===== config.mk =====
export PLATFORM = sky130hd
export DESIGN_NAME = lattice_upper_covers
export DESIGN_NICKNAME = d
export VERILOG_FILES = /design/src/sv/lucov_pkg.sv /design/src/sv/lucov_ram.sv /design/src/sv/lucov_fifo.sv /design/src/sv/lucov_front.sv /design/src/sv/lucov_back.sv /design/src/sv/lattice_upper_covers.sv
export SDC_FILE = /design/constraint.sdc
export NUM_CORES = 1
export LEC_CHECK = 0
export ABC_AREA = 1
export BUFFER_PORTS_ARGS = -buffer_cell sky130_fd_sc_hd__buf_4
export CORE_ASPECT_RATIO = 1.5
export CORE_MARGIN = 8
export CORE_UTILIZATION = 65
export CTS_CLUSTER_SIZE = 28
export DETAILED_ROUTE_END_ITERATION = 6
export GPL_TIMING_DRIVEN = 0
export PLACE_DENSITY = 0.82
export SLEW_MARGIN = 0
export SYNTH_ARGS = -nofsm -noshare
export SYNTH_HDL_FRONTEND = slang
export SYNTH_SLANG_ARGS = --single-unit

===== constraint.sdc =====
create_clock -name i_clk -period 8.4 [get_ports i_clk]
set_clock_uncertainty 0.05 [all_clocks]
set_input_delay 1.68 -clock i_clk [delete_from_list [all_inputs] [get_ports i_clk]]
set_output_delay 1.68 -clock i_clk [all_outputs]
set_load 0.005 [all_outputs]

===== src/sv/lucov_pkg.sv =====
// Shared constants for the lattice upper-cover block.
// Field widths of the item ports and the reset value of the size register.
// No dependencies.
`timescale 1ns / 1ps
`default_nettype none

package lucov_pkg;

    // Fixed widths of the request and result fields.
    localparam int MEET_W    = 4;
    localparam int SIZE_W    = 5;
    localparam int ELEMENT_W = 4;
    localparam int MASK_W    = 16;

    // The size register comes out of reset selecting a sixteen element lattice.
    localparam logic [SIZE_W-1:0] SIZE_RESET = 5'd16;

endpackage

`default_nettype wire


===== src/sv/lucov_ram.sv =====
// Generic single-port-write, single-port-read RAM with registered read data.
// Depends on nothing; used for the order relation rows.
`timescale 1ns / 1ps
`default_nettype none

module lucov_ram #(
    parameter int WIDTH = 16,
    parameter int DEPTH = 16
) (
    input  wire logic                     i_clk,
    input  wire logic                     i_we,
    input  wire logic [$clog2(DEPTH)-1:0] i_waddr,
    input  wire logic [WIDTH-1:0]         i_wdata,
    input  wire logic [$clog2(DEPTH)-1:0] i_raddr,
    output logic      [WIDTH-1:0]         o_rdata
);

    logic [WIDTH-1:0] r_mem [DEPTH];
    logic [WIDTH-1:0] r_rdata;

    always_ff @(posedge i_clk) begin
        if (i_we) begin
            r_mem[i_waddr] <= i_wdata;
        end
        r_rdata <= r_mem[i_raddr];
    end

    assign o_rdata = r_rdata;

endmodule

`default_nettype wire


===== src/sv/lucov_fifo.sv =====
// Short queue that carries finished relation rows from the front to the back.
// Depends on nothing; payload width and depth are parameters.
`timescale 1ns / 1ps
`default_nettype none

module lucov_fifo #(
    parameter int WIDTH = 22,
    parameter int DEPTH = 2
) (
    input  wire logic             i_clk,
    input  wire logic             i_rst_n,
    input  wire logic             i_push,
    input  wire logic [WIDTH-1:0] i_data,
    input  wire logic             i_pop,
    output logic      [WIDTH-1:0] o_data,
    output logic                  o_full,
    output logic                  o_empty
);

    localparam int PW = (DEPTH > 1) ? $clog2(DEPTH) : 1;
    localparam int CW = $clog2(DEPTH + 1);

    logic [WIDTH-1:0] r_mem [DEPTH];
    logic [PW-1:0]    r_wp, n_wp;
    logic [PW-1:0]    r_rp, n_rp;
    logic [CW-1:0]    r_cnt, n_cnt;

    always_comb begin
        n_wp  = r_wp;
        n_rp  = r_rp;
        n_cnt = r_cnt;
        if (i_push) begin
            n_wp = (r_wp == PW'(DEPTH - 1)) ? '0 : r_wp + 1'b1;
        end
        if (i_pop) begin
            n_rp = (r_rp == PW'(DEPTH - 1)) ? '0 : r_rp + 1'b1;
        end
        if (i_push && !i_pop) begin
            n_cnt = r_cnt + 1'b1;
        end else if (i_pop && !i_push) begin
            n_cnt = r_cnt - 1'b1;
        end
    end

    always_ff @(posedge i_clk) begin
        if (!i_rst_n) begin
            r_wp  <= '0;
            r_rp  <= '0;
            r_cnt <= '0;
        end else begin
            r_wp  <= n_wp;
            r_rp  <= n_rp;
            r_cnt <= n_cnt;
        end
    end

    always_ff @(posedge i_clk) begin
        if (i_push) begin
            r_mem[r_wp] <= i_data;
        end
    end

    assign o_data  = r_mem[r_rp];
    assign o_full  = (r_cnt == CW'(DEPTH));
    assign o_empty = (r_cnt == '0);

`ifndef NO_ASSERTIONS
    // The front holds its final entry of a row back while the queue is full.
    a_no_push_full: assert property (@(posedge i_clk) disable iff (!i_rst_n)
        i_push |-> !o_full)
        else $error("row pushed into a full queue");
`endif

endmodule

`default_nettype wire


===== src/sv/lucov_front.sv =====
// Load front: takes meet table entries, classifies each as below or not,
// and assembles one relation row at a time for the queue. Uses lucov_pkg.
`timescale 1ns / 1ps
`default_nettype none

module lucov_front
    import lucov_pkg::*;
#(
    parameter int MAX_ELEMENTS = 16
) (
    input  wire logic                                  i_clk,
    input  wire logic                                  i_rst_n,
    input  wire logic [$clog2(MAX_ELEMENTS+1)-1:0]     i_n,
    input  wire logic                                  i_restart,
    input  wire logic                                  i_in_valid,
    input  wire logic [MEET_W-1:0]                     i_meet_value,
    output logic                                       o_in_stall,
    output logic                                       o_push,
    output logic [$clog2(MAX_ELEMENTS)+MAX_ELEMENTS:0] o_push_data,
    input  wire logic                                  i_q_full
);

    localparam int IW = $clog2(MAX_ELEMENTS);
    localparam int NW = $clog2(MAX_ELEMENTS + 1);

    logic [NW-1:0]           r_row;
    logic [NW-1:0]           r_col;
    logic [MAX_ELEMENTS-1:0] r_acc, n_acc;

    logic          accept;
    logic          last_col;
    logic          last_row;
    logic          is_below;
    logic [IW-1:0] row_idx;
    logic [IW-1:0] col_idx;

    assign row_idx  = r_row[IW-1:0];
    assign col_idx  = r_col[IW-1:0];
    assign last_col = (r_col == i_n - NW'(1));
    assign last_row = (r_row == i_n - NW'(1));

    // Only the entry that closes a row needs room in the queue.
    assign o_in_stall = last_col && i_q_full;
    assign accept     = i_in_valid && !o_in_stall;

    assign is_below = ({{IW{1'b0}}, i_meet_value} == {{MEET_W{1'b0}}, row_idx})
                      && (r_row != r_col);

    always_comb begin
        n_acc = (r_col == '0) ? '0 : r_acc;
        n_acc = n_acc | ({{(MAX_ELEMENTS-1){1'b0}}, is_below} << col_idx);
    end

    assign o_push      = accept && last_col;
    assign o_push_data = {row_idx, last_row, n_acc};

    always_ff @(posedge i_clk) begin
        if (!i_rst_n) begin
            r_row <= '0;
            r_col <= '0;
        end else if (i_restart) begin
            r_row <= '0;
            r_col <= '0;
        end else if (accept) begin
            if (last_col) begin
                r_col <= '0;
                r_row <= last_row ? '0 : r_row + 1'b1;
            end else begin
                r_col <= r_col + 1'b1;
            end
        end
    end

    always_ff @(posedge i_clk) begin
        if (accept) begin
            r_acc <= n_acc;
        end
    end

endmodule

`default_nettype wire


===== src/sv/lucov_back.sv =====
// Cover back end: writes relation rows into the row RAM and, once a table is
// complete, scans the rows to find each element's upper covers.
// Uses lucov_pkg and lucov_ram.
`timescale 1ns / 1ps
`default_nettype none

module lucov_back
    import lucov_pkg::*;
#(
    parameter int MAX_ELEMENTS = 16
) (
    input  wire logic                                  i_clk,
    input  wire logic                                  i_rst_n,
    input  wire logic [$clog2(MAX_ELEMENTS+1)-1:0]     i_n,
    input  wire logic [$clog2(MAX_ELEMENTS)+MAX_ELEMENTS:0] i_q_data,
    input  wire logic                                  i_q_empty,
    output logic                                       o_pop,
    output logic                                       o_out_valid,
    input  wire logic                                  i_out_stall,
    output logic [ELEMENT_W-1:0]                       o_element,
    output logic [MASK_W-1:0]                          o_cover_mask,
    output logic                                       o_last_row
);

    localparam int IW = $clog2(MAX_ELEMENTS);
    localparam int NW = $clog2(MAX_ELEMENTS + 1);

    typedef enum logic [3:0] {
        S_IDLE = 4'b0001,
        S_RDI  = 4'b0010,
        S_SCAN = 4'b0100,
        S_EMIT = 4'b1000
    } t_back_state;

    t_back_state r_state, n_state;

    logic [IW-1:0]           r_i, n_i;
    logic [NW-1:0]           r_issue, n_issue;
    logic                    r_pend, n_pend;
    logic [IW-1:0]           r_pk, n_pk;
    logic [MAX_ELEMENTS-1:0] r_ri, n_ri;
    logic [MAX_ELEMENTS-1:0] r_acc, n_acc;
    logic [MAX_ELEMENTS-1:0] r_cov, n_cov;
    logic                    r_ovalid, n_ovalid;
    logic [ELEMENT_W-1:0]    r_oelem;
    logic [MASK_W-1:0]       r_omask;
    logic                    r_olast;

    logic [IW-1:0]           q_row;
    logic                    q_last;
    logic [MAX_ELEMENTS-1:0] q_bits;
    logic [IW-1:0]           raddr;
    logic [MAX_ELEMENTS-1:0] rdata;
    logic [MAX_ELEMENTS-1:0] hit_data;
    logic                    out_free;
    logic                    out_take;
    logic                    out_load;
    logic                    elem_is_last;
    logic [IW+ELEMENT_W-1:0] elem_ext;
    logic [MAX_ELEMENTS+MASK_W-1:0] mask_ext;

    assign {q_row, q_last, q_bits} = i_q_data;

    assign o_pop        = (r_state == S_IDLE) && !i_q_empty;
    assign out_take     = r_ovalid && !i_out_stall;
    assign out_free     = !r_ovalid || !i_out_stall;
    assign out_load     = (r_state == S_EMIT) && out_free;
    assign elem_is_last = ({{(NW-IW){1'b0}}, r_i} == i_n - NW'(1));
    assign hit_data     = (r_pend && r_ri[r_pk]) ? rdata : '0;

    assign raddr = (r_state == S_SCAN) ? r_issue[IW-1:0] : r_i;

    lucov_ram #(
        .WIDTH (MAX_ELEMENTS),
        .DEPTH (MAX_ELEMENTS)
    ) u_rows (
        .i_clk   (i_clk),
        .i_we    (o_pop),
        .i_waddr (q_row),
        .i_wdata (q_bits),
        .i_raddr (raddr),
        .o_rdata (rdata)
    );

    always_comb begin
        n_state = r_state;
        n_i     = r_i;
        n_issue = r_issue;
        n_pend  = r_pend;
        n_pk    = r_pk;
        n_ri    = r_ri;
        n_acc   = r_acc;
        n_cov   = r_cov;
        unique case (r_state)
            S_IDLE: begin
                if (o_pop && q_last) begin
                    n_i     = '0;
                    n_state = S_RDI;
                end
            end
            S_RDI: begin
                n_issue = '0;
                n_pend  = 1'b0;
                n_acc   = '0;
                n_state = S_SCAN;
            end
            S_SCAN: begin
                // The first cycle returns row i itself; later ones return row k.
                if (!r_pend) begin
                    n_ri = rdata;
                end else begin
                    n_acc = r_acc | hit_data;
                end
                if (r_issue < i_n) begin
                    n_pend  = 1'b1;
                    n_pk    = r_issue[IW-1:0];
                    n_issue = r_issue + 1'b1;
                end else begin
                    n_cov   = r_ri & ~(r_acc | hit_data);
                    n_state = S_EMIT;
                end
            end
            S_EMIT: begin
                if (out_free) begin
                    if (elem_is_last) begin
                        n_state = S_IDLE;
                    end else begin
                        n_i     = r_i + 1'b1;
                        n_state = S_RDI;
                    end
                end
            end
            default: begin
                n_state = S_IDLE;
            end
        endcase
    end

    always_comb begin
        n_ovalid = r_ovalid;
        if (out_load) begin
            n_ovalid = 1'b1;
        end else if (out_take) begin
            n_ovalid = 1'b0;
        end
    end

    assign elem_ext = {{ELEMENT_W{1'b0}}, r_i};
    assign mask_ext = {{MASK_W{1'b0}}, r_cov};

    always_ff @(posedge i_clk) begin
        if (!i_rst_n) begin
            r_state  <= S_IDLE;
            r_ovalid <= 1'b0;
            r_i      <= '0;
            r_issue  <= '0;
            r_pend   <= 1'b0;
        end else begin
            r_state  <= n_state;
            r_ovalid <= n_ovalid;
            r_i      <= n_i;
            r_issue  <= n_issue;
            r_pend   <= n_pend;
        end
    end

    always_ff @(posedge i_clk) begin
        r_pk  <= n_pk;
        r_ri  <= n_ri;
        r_acc <= n_acc;
        r_cov <= n_cov;
        if (out_load) begin
            r_oelem <= elem_ext[ELEMENT_W-1:0];
            r_omask <= mask_ext[MASK_W-1:0];
            r_olast <= elem_is_last;
        end
    end

    assign o_out_valid  = r_ovalid;
    assign o_element    = r_oelem;
    assign o_cover_mask = r_omask;
    assign o_last_row   = r_olast;

`ifndef NO_ASSERTIONS
    a_scan_bound: assert property (@(posedge i_clk) disable iff (!i_rst_n)
        (r_state == S_SCAN) |-> (r_issue <= i_n))
        else $error("row scan ran past the lattice size");

    a_pend_index: assert property (@(posedge i_clk) disable iff (!i_rst_n)
        ((r_state == S_SCAN) && r_pend) |-> ({{(NW-IW){1'b0}}, r_pk} < i_n))
        else $error("returned row index outside the lattice");

    a_last_idle: assert property (@(posedge i_clk) disable iff (!i_rst_n)
        (out_load && elem_is_last) |=> ((r_state == S_IDLE) && r_ovalid && r_olast))
        else $error("final cover result did not end the table");
`endif

endmodule

`default_nettype wire


===== src/sv/lattice_upper_covers.sv =====
// Top level of the lattice upper-cover block: size register, load front,
// row queue and cover back end. Uses lucov_pkg, lucov_front, lucov_fifo, lucov_back.
//
// Usage. The input channel (i_in_valid, o_in_stall, i_meet_value) takes the
// meet table of an n element lattice, one entry per request, row by row.
// Each entry is classified at once and one entry is taken every cycle; the
// front stalls only on the entry that closes a row while the two-row queue
// to the back end is full. After the last entry of a table the back end finds
// the upper covers of every element. For each element it reads its own row
// and then each of the n table rows through its single read port. The next
// table loads while covers are still being computed, up to the queue depth.
// The output channel (o_out_valid, i_out_stall, o_element, o_cover_mask,
// o_last_row) is driven from a result register; while the receiver stalls,
// the result holds and the back end waits, the front keeps loading.
// The configuration channel (i_cfg_valid, o_cfg_ready, i_cfg_lattice_size)
// is always ready; a write sets the size and restarts loading at the first
// entry. A size of zero acts as one, one above MAX_ELEMENTS as MAX_ELEMENTS.
// Reset empties the queue and result register, restarts loading and selects
// a sixteen element lattice. Row contents are not cleared; every row is
// written before it is read.
`timescale 1ns / 1ps
`default_nettype none

module lattice_upper_covers
    import lucov_pkg::*;
#(
    parameter int MAX_ELEMENTS = 16
) (
    input  wire logic                 i_clk,
    input  wire logic                 i_rst_n,
    input  wire logic                 i_cfg_valid,
    output logic                      o_cfg_ready,
    input  wire logic [SIZE_W-1:0]    i_cfg_lattice_size,
    input  wire logic                 i_in_valid,
    output logic                      o_in_stall,
    input  wire logic [MEET_W-1:0]    i_meet_value,
    output logic                      o_out_valid,
    input  wire logic                 i_out_stall,
    output logic [ELEMENT_W-1:0]      o_element,
    output logic [MASK_W-1:0]         o_cover_mask,
    output logic                      o_last_row
);

    localparam int IW      = $clog2(MAX_ELEMENTS);
    localparam int NW      = $clog2(MAX_ELEMENTS + 1);
    localparam int QW      = IW + 1 + MAX_ELEMENTS;
    localparam int Q_DEPTH = 2;

    logic [SIZE_W-1:0]    r_size;
    logic [NW+SIZE_W-1:0] size_ext;
    logic [NW-1:0]        size_in_use;
    logic                 cfg_write;

    logic          q_push;
    logic [QW-1:0] q_wdata;
    logic          q_pop;
    logic [QW-1:0] q_rdata;
    logic          q_full;
    logic          q_empty;

    // The configuration port never pushes back.
    assign o_cfg_ready = 1'b1;
    assign cfg_write   = i_cfg_valid && o_cfg_ready;

    always_ff @(posedge i_clk) begin
        if (!i_rst_n) begin
            r_size <= SIZE_RESET;
        end else if (cfg_write) begin
            r_size <= i_cfg_lattice_size;
        end
    end

    // Clamp the written size into the range that the row storage supports.
    assign size_ext = {{NW{1'b0}}, r_size};

    always_comb begin
        if (r_size == '0) begin
            size_in_use = NW'(1);
        end else if (size_ext > (NW+SIZE_W)'(MAX_ELEMENTS)) begin
            size_in_use = NW'(MAX_ELEMENTS);
        end else begin
            size_in_use = size_ext[NW-1:0];
        end
    end

    lucov_front #(
        .MAX_ELEMENTS (MAX_ELEMENTS)
    ) u_front (
        .i_clk        (i_clk),
        .i_rst_n      (i_rst_n),
        .i_n          (size_in_use),
        .i_restart    (cfg_write),
        .i_in_valid   (i_in_valid),
        .i_meet_value (i_meet_value),
        .o_in_stall   (o_in_stall),
        .o_push       (q_push),
        .o_push_data  (q_wdata),
        .i_q_full     (q_full)
    );

    lucov_fifo #(
        .WIDTH (QW),
        .DEPTH (Q_DEPTH)
    ) u_queue (
        .i_clk   (i_clk),
        .i_rst_n (i_rst_n),
        .i_push  (q_push),
        .i_data  (q_wdata),
        .i_pop   (q_pop),
        .o_data  (q_rdata),
        .o_full  (q_full),
        .o_empty (q_empty)
    );

    lucov_back #(
        .MAX_ELEMENTS (MAX_ELEMENTS)
    ) u_back (
        .i_clk        (i_clk),
        .i_rst_n      (i_rst_n),
        .i_n          (size_in_use),
        .i_q_data     (q_rdata),
        .i_q_empty    (q_empty),
        .o_pop        (q_pop),
        .o_out_valid  (o_out_valid),
        .i_out_stall  (i_out_stall),
        .o_element    (o_element),
        .o_cover_mask (o_cover_mask),
        .o_last_row   (o_last_row)
    );

endmodule

`default_nettype wire


# == Yosys cells after proc, flatten, opt, wreduce, memory -nomap -nowiden ==
# Memory sizes are Yosys's and may differ from the RTL's. A register that Yosys moved wholly into a read port is not among the register bits.
# Index checks and enable logic that the tools add are counted.
# W data, S select, Z words.
# word_totals
latch_bits,0
out_inout_bits,24
mem_bits_rw,298
ff_bits,123
rom_bits,0
n_memories,2
word_cells,127
# classes
n_reduce_logical,34
div_mod_pow,0
muxes,36
n_lt_le_gt_ge,3
n_bitwise,7
multipliers,0
n_eq_ne,16
shifts,1
add_sub_neg,9
# mem_list
name,words,width,read_ports,rd_ports_with_merged_regs,wr,line,rtl
u_back.u_rows.r_mem,16,16,1,1,1,lucov_ram.sv:18,logic [WIDTH-1:0] r_mem [DEPTH];
u_queue.r_mem,2,21,1,1,1,lucov_fifo.sv:23,logic [WIDTH-1:0] r_mem [DEPTH];
# op_table
op,n
$mux W16,3
$or A16 B16 Y16,2
$pmux W16 S2,1
$mux W4,7
$mux W5,5
$and A16 B16 Y16,1
$not A16 Y16,1
$pmux W4 S4,1
$shl A1 B4 Y16,1
$add A5 B1 Y5 const B,3
$mux W1,12
$reduce_and A2 Y1,6
$logic_and A1 B1 Y1,11
$eq A5 B5 Y1,2
$logic_not A5 Y1,2
$pmux W5 S2,1
$ne A2 B2 Y1 const B,4
$pmux W4 S2,1
$reduce_bool A2 Y1,4
$logic_not A1 Y1,6
$mux W2,3
$eq A4 B5 Y1,1
$gt A5 B5 Y1 const B,1
$lt A4 B5 Y1 const B,1
other kinds (22),26

# == Depth between registers and ports, before layout ==
# Gate-level depths: netlist (run 1).
# logic_depth
ltp_word,13
depth_mapped,23
mapped_depth_nobuf,22

# == Hierarchy ==
# A second synthesis (run 1) with hierarchy kept.
# unflattened
cells_unflattened,1837
area_unflattened_um2,19180.9
# by_module_without_submodules
module,cells_each,area_each_um2,instances,seq_area_each_um2
lucov_ram,1074,11380.9,1,8007.7
lucov_back,373,3940.0,1,2492.4
lucov_fifo,100,1823.0,1,1361.3
lucov_front,255,1811.7,1,680.7
lattice_upper_covers,35,225.2,1,100.1

# == Worst setup path before layout (run 1) ==
# No wires, ideal clock.
# synth_path
kind,input to register
from,input port i_in_valid
to,"memory u_queue.r_mem[0][0] in the netlist's numbering, enable pin"
t_required_ps,7951
arrival_ps,3055
path_stages,3
slack_ps,4896
setup_time_ps,399
cell_sequence,buf_1 > nand3_4 > nor2_1
# synth_between
elab_chain_cells,4
# synth_rtl
element,line,rtl
"start, declared",lattice_upper_covers.sv:34,"input wire logic i_in_valid,"
$logic_and A1 B1 Y1,lucov_front.sv:44,assign accept = i_in_valid && !o_in_stall;
$logic_and A1 B1 Y1,lucov_front.sv:54,assign o_push = accept && last_col;
$mux W1,lucov_fifo.sv:58,if (i_push) begin
$mux W1 (not written as such),lucov_fifo.sv:59,r_mem[r_wp] <= i_data;
"end, declared",lucov_fifo.sv:23,
# Every way passes these cells.

# == Worst setup path in the final report (run 1) ==
# layout_path
from,register r_size[4]
to,output port o_in_stall
# layout_between
elab_chain_cells,6
word_cells_on_any_way,7
cone_classes,add/sub (1); order compare (1); eq/ne (1); mux (2); reduce/logical (2)
# layout_rtl
element,line,rtl
"start, declared",lattice_upper_covers.sv:49,logic [SIZE_W-1:0] r_size;
"start signal, assigned",lattice_upper_covers.sv:69,r_size <= i_cfg_lattice_size;
$gt A5 B5 Y1,lattice_upper_covers.sv:79,end else if (size_ext > (NW+SIZE_W)'(MAX_ELEMENTS)) begin
$mux W5,lattice_upper_covers.sv:79,
$mux W5 *,lattice_upper_covers.sv:77,if (r_size == '0) begin
$sub A5 B1 Y5 *,lucov_front.sv:39,assign last_col = (r_col == i_n - NW'(1));
$eq A5 B5 Y1 *,lucov_front.sv:39,
$logic_and A1 B1 Y1 *,lucov_front.sv:43,assign o_in_stall = last_col && i_q_full;
"end, declared",lattice_upper_covers.sv:35,"output logic o_in_stall,"
# Mark *: on every way between the ends. The rest lies on a longest branch, timed or not.

==> results.cfg, run 1 <==
[final_layout]
drive_gt1_share_pct = 13.0
nets = 1636
diodes = 0
finalInstanceArea_um2 = 20300
syn_to_final_growth_pct = 12.5
final_common_cell = edfxtp_1
most-common-layout-cells = 387 x edfxtp_1, 185 x inv_1, 163 x a21oi_1

[timing]
maxSlewHeadroom_pct = 11.6
rsz0062_at_grt = false
finalWorstSetupSlack_ps = 3930
whs_ps = 367
hold_violations = 0
drv_slew = 0
period_share_pct = 53.2
worst_pin_slew_ps = 1320
tns_ps = 0
period_minus_slack_ps = 4470
finalSetupViolCount = 0
fmax_ghz = 0.224

[place]
dp_slack_ps = 4510
placed_cell_area_um2 = 19000
io_buffers = 35
place.gp.congestion = 0.930
dp.final_hpwl_mm = 29.2

[synth]
synthMuxAreaShare_pct = 1.06
synth_fp_nets = 1548
yosysSeqAreaShare_pct = 69.9
synth-simple-area-share_pct = 8.28
async_reset_ff_share_pct = 0
synth-compound-area-share_pct = 12.8
synth-seq-cells = 438
ys_types = 37
synthCells = 1523
synth_edf_count = 387
avgSynthCellArea_um2 = 11.9
synthXorXnorAreaFrac_pct = 1.11
synth_top_family_by_area = compound AO/OA/AOI/OAI gates
ys_warn_count = 0
synthAdderAreaFrac_pct = 0.762
synthesis.area_um2 = 18100
yosys_most_used_dff = edfxtp_1

[power_and_ir_drop]
peakVddDrop_mv = 0.222
power.leakage_nw = 7.50
switchingPower_w = 0.00106
pwr-share-comb_pct = 7.2
clkPwrFrac_pct = 39.1
p_int_w = 0.00367
switching_share_pct = 22.4
powerDensity_nw_per_um2 = 232
seqPwrFrac_pct = 53.7

[clock_tree]
clk_pin_slew_ps = 70
root_buffer = clkbuf_16
clock-sinks = 438
cts_resized = 0
cts_max_path_buffers = 3
cts_setup_buffers = 0
tritoncts = yes
cts_hold_buf = 0
cts_buffers = 38
worstSkewPairLatency_ps = 550
htree_levels = 2

[worst_setup_path]
worstPathRequired_ps = 6670
cp-start-kind = flip-flop
criticalPathCategory = reg -> out
worstPathMaxFanout = 10
worstPathArrival_ps = 2740
crit_path_end_kind = output port
reg2reg_depth = 22

[drt]
wl_per_cell_um = 22.0
drt-initial-drc-count = 1516
vias = 12375
via_per_inst = 6.23
drc_errors = 0
dr.pass1.iters = 5
wl_mm = 43.7
drtAntennaViolNets = 0

[floorplan]
ios = 38
dieArea_um2 = 33500
die_x_um = 152
rows = 75
core-area_um2 = 27700
die_height_um = 220
initial_utilization_pct = 65.3

[worst_hold_path]
min_path_type = reg -> reg
whs_path_depth = 0

[status]
status = finished, final reports clean

[global_routing]
antenna_found_initial = 0
first_global_vias = 12294
grt_usage_pct = 26.1
grt-ovfl-total = 0
grt_pass1_wl_mm = 67.2
grt_max_degree = 21

[run]
maxCapViolCount = 0
==> area by class of cell <==
type / count / area [µm²]
fillers: 1664 / 7360
clock inverters: 20 / 228
plain buffers: 78 / 365
clock buffers: 49 / 1100
repair buffers: 48 / 447
multi-input cells: 813 / 4380
well taps: 346 / 433
flip-flops and latches: 438 / 12600
inverters: 194 / 731
==> Yosys cell counts, types with 2 or more instances <==
cell | count | area share, %
a21oi_1 | 163 | 4.5
buf_1 | 5 | 0.10
buf_2 | 34 | 0.94
buf_4 | 4 | 0.17
buf_6 | 2 | 0.12
clkbuf_1 | 33 | 0.69
dfxtp_1 | 51 | 5.6
edfxtp_1 | 387 | 64
ha_1 | 11 | 0.76
inv_1 | 185 | 3.8
inv_2 | 7 | 0.15
mux2_2 | 17 | 1.1
nand2_1 | 123 | 2.6
nand2_2 | 9 | 0.31
nand3_1 | 96 | 2.7
nand3_2 | 2 | 0.11
nand3b_1 | 2 | 0.083
nand4_1 | 6 | 0.21
nor2_1 | 88 | 1.8
nor2_2 | 2 | 0.069
nor2_4 | 3 | 0.19
nor3_1 | 3 | 0.083
o211ai_1 | 64 | 2.7
o21ai_0 | 147 | 4.1
o21ai_1 | 43 | 1.2
o21ai_2 | 3 | 0.15
o31ai_1 | 2 | 0.083
xnor2_1 | 10 | 0.48
xor2_1 | 13 | 0.63
==> flip-flops by register name, summed over array words and instances, names as in the netlist, 5 cells and up, named ones only <==
| register | flops |
|---|---|
| u_back.o_cover_mask | 16 |
| u_queue.r_mem | 42 |
| u_back.r_issue | 5 |
| u_back.u_rows.o_rdata | 16 |
| u_back.r_cov | 16 |
| r_size | 5 |
| u_back.r_ri | 16 |
| u_back.r_acc | 16 |
| u_front.r_row | 5 |
| u_back.u_rows.r_mem | 256 |
| u_front.r_col | 5 |
| u_front.r_acc | 16 |
==> metal layers <==
layer | global-route usage (%) | wire (µm) | vias up
met5 | 0 | 0 | -
met4 | 15.9 | 2440 | 0
met3 | 4.81 | 4240 | 139
met2 | 46.0 | 22000 | 769
met1 | 29.5 | 14900 | 5904
li1 | - | - | 5563
==> power groups by stage <==
stage	Sequential, W	Combinational [W]	Clock [W]
floorplan	0.00257	0.000208	0
detailed placement	0.00258	0.000329	0
finish	0.00254	0.000338	0.00185
CTS	0.00254	0.000332	0.00185
global route	0.00254	0.000366	0.00192
global placement	0.00258	0.000292	0
==> cells by family after synthesis <==
group,Yosys count
AO/OA/AOI/OAI,424
XOR/XNOR,23
adder cells (fa/ha/maj),11
buffers and inverters,272
flip-flops,438
multiplexers,17
other,1
AND/OR/NAND/NOR,337
==> per-stage QoR <==
step                util [%]  instances  total power (W)
CTS                     73.4       1986          0.00472
global route            73.4       1986          0.00483
finish                  73.4       1986          0.00472
global placement        67.8       1904          0.00287
floorplan                  -       1523          0.00278
detailed placement      68.6       1917          0.00291
==> final timing paths <==
| kind | startpoint | end | slack [ps] |
|---|---|---|---|
| hold reg to reg | u_back.r_cov[3] | u_back.o_cover_mask[3] | 370 |
| setup / recovery | r_size[4] | o_in_stall | 3930 |
| setup reg to reg | r_size[4] | u_queue.r_cnt[1] | 5170 |
| hold / removal | u_back.r_cov[3] | u_back.o_cover_mask[3] | 370 |
==> critical path, stage by stage, from the launching register on <==
cell,delay [ps]
dfxtp_1,390
inv_2,70
buf_4,180
nand2_2,120
nand2_2,100
inv_2,90
ha_1,140
inv_1,60
nor2_1,120
nand2_1,130
nand2_1,160
nand2_1,70
nand2_1,80
nand3_1,80
nor2_1,120
nand3_2,130
inv_1,80
buf_4,100
Note: power is estimated with default switching activity, not from simulation.
==> inputs of run 2 (changes only) <==
CORE_UTILIZATION = 56   (was 65)
PLACE_DENSITY = 0.75   (was 0.82)
clock period = 3.75 ns   (was 8.4 ns; I/O delays follow)
==> run 2 against run 1 <==
Compared with the run above: non-clock buffer count increased by 5; die area increased by 15%; clock-buffer cell count increased by 6; global-route usage decreased by 3.5 points; routed wire length increased by 0.42%; via count decreased by 1.5%; hold slack improved by 4.5 ps; first-iteration DRC count decreased by 22%; critical path depth unchanged; sequential power increased by 120%; worst setup slack got worse by 3800 ps; final cell count increased by 3.5%; critical path type unchanged; largest cell class unchanged.
==> results.cfg, run 2 (synthesis results as in run 1) <==
[status]
status = finished, final reports clean

[power_and_ir_drop]
peakVddDrop_mv = 0.341
power.leakage_nw = 7.46
powerDensity_nw_per_um2 = 501

[clock_tree]
cts_resized = 0
cts_buffers = 39
htree_levels = 2
cts_max_path_buffers = 3
clock-sinks = 438
tritoncts = yes
clk_pin_slew_ps = 60
cts_hold_buf = 0
root_buffer = clkbuf_16
cts_setup_buffers = 0
worstSkewPairLatency_ps = 540

[worst_setup_path]
slowest_delay_ps = 390
criticalPathCategory = reg -> out
crit_path_end_kind = output port
worstPathArrival_ps = 2810
cp-start-kind = flip-flop
slowest_stage = dfxtp_1
worstPathRequired_ps = 2950
worstPathMaxFanout = 10
cp_cell_sequence = inv_2 -> buf_4 -> nand2_2 -> nand2_2 -> inv_2 -> ha_1 -> inv_1 -> nor2_1 -> nand2_1 -> nand2_2 -> nand2_1 -> nand2_1 -> nand3_1 -> nor2_1 -> nand3_2 -> inv_1 -> buf_4

[timing]
drv_slew = 0
fmax_ghz = 0.277
period_share_pct = 96.2
hold_violations = 0
period_minus_slack_ps = 3610
whs_ps = 372
finalSetupViolCount = 0
worst_pin_slew_ps = 1020
tns_ps = 0
rsz0062_at_grt = false
maxSlewHeadroom_pct = 31.7

[final_layout]
nets = 1642
syn_to_final_growth_pct = 12.6
regMostFlops = u_back.u_rows.r_mem
drive_gt1_share_pct = 13.1
diodes = 0
reg_top3 = u_back.u_rows.r_mem (256), u_queue.r_mem (42)
finalInstanceArea_um2 = 20400
largest_reg_flops = 256
final_common_cell = edfxtp_1
most-common-layout-cells = 387 x edfxtp_1, 185 x inv_1, 163 x a21oi_1

[floorplan]
core-area_um2 = 31800
initial_utilization_pct = 56.8
dieArea_um2 = 38400
rows = 80
ios = 38
die_height_um = 236
die_x_um = 163

[global_routing]
grt_max_degree = 20
grt-ovfl-total = 0
grt_pass1_wl_mm = 67.1
grt_usage_pct = 22.7
antenna_found_initial = 0
first_global_vias = 12139

[drt]
drc_errors = 0
wl_mm = 43.8
wl_per_cell_um = 21.3
vias = 12189
drtAntennaViolNets = 0
via_per_inst = 5.93
dr.pass1.iters = 6
drt-initial-drc-count = 1181

[place]
placed_cell_area_um2 = 19200
io_buffers = 35
place.gp.congestion = 0.928
dp.final_hpwl_mm = 30.6

[run]
maxCapViolCount = 0

[worst_hold_path]
min_path_type = reg -> reg
==> run 2: final timing paths <==
| check | start | end | slack, ps | cells past startpoint |
|---|---|---|---|---|
| hold reg to reg | u_back.r_cov[12] | u_back.o_cover_mask[12] | 370 | 0 |
| hold / removal | u_back.r_cov[12] | u_back.o_cover_mask[12] | 370 | 0 |
| setup / recovery | r_size[4] | o_in_stall | 140 | 17 |
| setup reg to reg | r_size[4] | u_queue.r_cnt[1] | 510 | 23 |
==> run 2: layout make-up <==
cell class,count,area (µm²)
clock buffers,55,1070
multi-input cells,813,4390
fillers,2384,11500
repair buffers,53,529
flip-flops and latches,438,12600
clock inverters,15,119
well taps,410,513
plain buffers,78,365
inverters,194,731
==> run 2: power breakdown <==
group	switching (W)	internal, W
registers	0.0000712	0.00561
clock network	0.00171	0.00207
logic	0.000555	0.000193
total	0.00233	0.00787
==> run 2: per-layer routing <==
layer	part of all wire, %	global-route usage [%]	wire [µm]
met5	0	0	0
met4	6.1	13.6	2660
met3	7.4	3.24	3230
met2	52	40.0	22700
met1	35	25.3	15200
==> run 2: per-stage QoR <==
| stage | instances | setup WS [ps] | utilization, % | power (W) |
|---|---|---|---|---|
| finish | 2056 | 144 | 63.9 | 0.0102 |
| global route | 2056 | 34.1 | 63.9 | 0.0105 |
| CTS | 2055 | 163 | 63.9 | 0.0102 |
| detailed placement | 1985 | 564 | 60.2 | 0.00652 |
| global placement | 1968 | -228 | 59.2 | 0.00643 |
| floorplan | 1523 | 557 | - | 0.00623 |
==> run 2: worst max-delay path: cells and delay by family (launching register included) <==
family                   cells  cell delay, ps
adder cells (fa/ha/maj)      1             150
buffers and inverters        6             590
flip-flops                   1             390
AND/OR/NAND/NOR             10            1140
==> inputs of run 3 (changes only) <==
--- a/config.mk
+++ b/config.mk
@@ -12,3 +12,2 @@
 export CORE_UTILIZATION = 56
-export CTS_CLUSTER_SIZE = 28
 export DETAILED_ROUTE_END_ITERATION = 6
@@ -16,2 +15,3 @@
 export PLACE_DENSITY = 0.75
+export RECOVER_POWER = 100
 export SLEW_MARGIN = 0
==> constraint.sdc (replaced) <==
create_clock -name i_clk -period 3.75 [get_ports i_clk]
set_clock_uncertainty 0.05 [all_clocks]
set_input_delay 0 -clock i_clk [delete_from_list [all_inputs] [get_ports i_clk]]
set_output_delay 0 -clock i_clk [all_outputs]
set_load 0.005 [all_outputs]
==> run 3 against run 2 <==
Compared with the run above: the flow now finishes with violations (max-capacitance violations, max-slew violations); register-to-register slack got worse by 140 ps; sequential share of layout area increased by 0.32 points; critical path depth decreased by 5; cell area decreased by 0.51%; via count increased by 0.19%; sequential cell count unchanged; die area unchanged; critical path type is now reg -> reg.
==> results.cfg, run 3 (synthesis results as in run 1) <==
[place]
dp.final_hpwl_mm = 30.6
dp.cells = 1985
dp_slack_ps = 564
placed_cell_area_um2 = 19200
place.gp.congestion = 0.928
io_buffers = 35

[clock_tree]
cts_max_path_buffers = 3
clock-sinks = 438
clk_pin_slew_ps = 70
htree_levels = 2
root_buffer = clkbuf_16
cts_resized = 0
worstSkewPairLatency_ps = 540
cts_setup_buffers = 0
tritoncts = yes
cts_buffers = 39

[power_and_ir_drop]
power.leakage_nw = 7.42
p_int_w = 0.00785
switching_share_pct = 22.8
switchingPower_w = 0.00231
pwr-share-comb_pct = 6.9
fin_total_pwr_w = 0.0102
clkPwrFrac_pct = 37.2
peakVddDrop_mv = 0.341
seqPwrFrac_pct = 55.9
powerDensity_nw_per_um2 = 502

[worst_setup_path]
worstPathMaxFanout = 10
crit_path_end_kind = flip-flop
path_buf_inv = 4
cpLargestDelayFamily = buffers and inverters
rrSetupSlack_ps = 370
cp-start-kind = flip-flop
worstPathArrival_ps = 3760
slowest_stage = clkbuf_1
worstPathRequired_ps = 4130
cp_cell_sequence = inv_1 -> nand2_1 -> nor2_1 -> clkinvlp_2 -> o21ai_0 -> buf_2 -> clkbuf_1 -> a21oi_1 -> o21ai_0 -> o211ai_1 -> nand3_1 -> nand2_1
criticalPathCategory = reg -> reg
slowest_delay_ps = 590

[final_layout]
finalInstanceArea_um2 = 20300
reg_top3 = u_back.u_rows.r_mem (256), u_queue.r_mem (42)
register_area_um2 = 12600
nets = 1661
syn_to_final_growth_pct = 12.0
most-common-layout-cells = 387 x edfxtp_1, 187 x inv_1, 164 x a21oi_1
regMostFlops = u_back.u_rows.r_mem
largest_reg_flops = 256
post_layout_nonfiller_instances = 2075
final_util_pct = 63.6
multi_input_area_um2 = 4290
final_common_cell = edfxtp_1
drive_gt1_share_pct = 8.65
fill_cells = 2411
diodes = 0

[drt]
wl_mm = 44.1
drtAntennaViolNets = 0
drt-initial-drc-count = 1123
wl_per_cell_um = 21.3
drc_errors = 0
via_per_inst = 5.89
vias = 12212
dr.pass1.iters = 6

[status]
status = finished, violations left
violations = max-capacitance violations, max-slew violations

[global_routing]
antenna_found_initial = 0
first_global_vias = 12268
grt_usage_pct = 22.8
grt-ovfl-total = 0
grt_pass1_wl_mm = 67.7
grt_max_degree = 20

[timing]
period_minus_slack_ps = 3380
drv_slew = 51
period_share_pct = 90.1
worst_pin_slew_ps = 1640
rsz0062_at_grt = false
hold_violations = 0
fmax_ghz = 0.296
maxSlewHeadroom_pct = -9.96
finalSetupViolCount = 0
finalWorstSetupSlack_ps = 370

[floorplan]
die_height_um = 236
rows = 80
die_x_um = 163
ios = 38
initial_utilization_pct = 56.8
core-area_um2 = 31800
dieArea_um2 = 38400

[run]
maxCapViolCount = 3

[worst_hold_path]
min_path_type = in -> reg
run 3: timing repair:
action,4_1_cts,5_1_grt
setup endpoints to repair,0,0
endpoints found under the hold margin,28,0
hold buffers,19,0
run 3: worst paths after layout:
check | depth (start not counted) | to | from
worst min register to register | 0 | u_back.o_cover_mask[5] | u_back.r_cov[5]
worst min-delay path | 6 | u_queue.r_mem[1][15] | i_meet_value[2]
worst max register to register | 12 | u_back.u_rows.o_rdata[15] | u_back.r_state[1]
worst max-delay path | 12 | u_back.u_rows.o_rdata[15] | u_back.r_state[1]
run 3: cell type report:
| type | count | share of cell area (%) |
|---|---|---|
| Clock buffer | 55 | 5.26 |
| Timing Repair Buffer | 72 | 2.63 |
| Inverter | 194 | 3.60 |
| Clock inverter | 15 | 0.587 |
| Sequential cell | 438 | 62.4 |
| Multi-Input combinational cell | 813 | 21.2 |
| Buffer | 78 | 1.79 |
| Tap cell | 410 | 2.53 |
run 3: per-layer routing:
metal | up-vias | track usage (%) | wire length, µm
li1 | 5628 | - | -
met1 | 5882 | 25.4 | 15500
met2 | 547 | 40.5 | 22800
met3 | 155 | 3.29 | 3030
met4 | 0 | 13.7 | 2750
met5 | - | 0 | 0
run 3: worst register-to-register path, cell delays in order (launching register included):
cell and delay, ps:
dfxtp_1 320, inv_1 70, nand2_1 70, nor2_1 220
clkinvlp_2 360, o21ai_0 550, buf_2 340, clkbuf_1 590
a21oi_1 80, o21ai_0 120, o211ai_1 200, nand3_1 220
nand2_1 90
run 3: per-stage QoR:
step,hold slack [ps],TNS [ps]
floorplan,50.4,0
global placement,173,-9470
detailed placement,181,0
CTS,66.1,0
global route,90.0,0
finish,61.8,0
run 3: power groups by stage:
| stage | sequential, W | combinational (W) | clock, W |
|---|---|---|---|
| detailed placement | 0.00578 | 0.000741 | 0 |
| global route | 0.00570 | 0.000776 | 0.00398 |
| global placement | 0.00578 | 0.000658 | 0 |
| CTS | 0.00568 | 0.000762 | 0.00380 |
| finish | 0.00568 | 0.000702 | 0.00378 |
| floorplan | 0.00576 | 0.000467 | 0 |
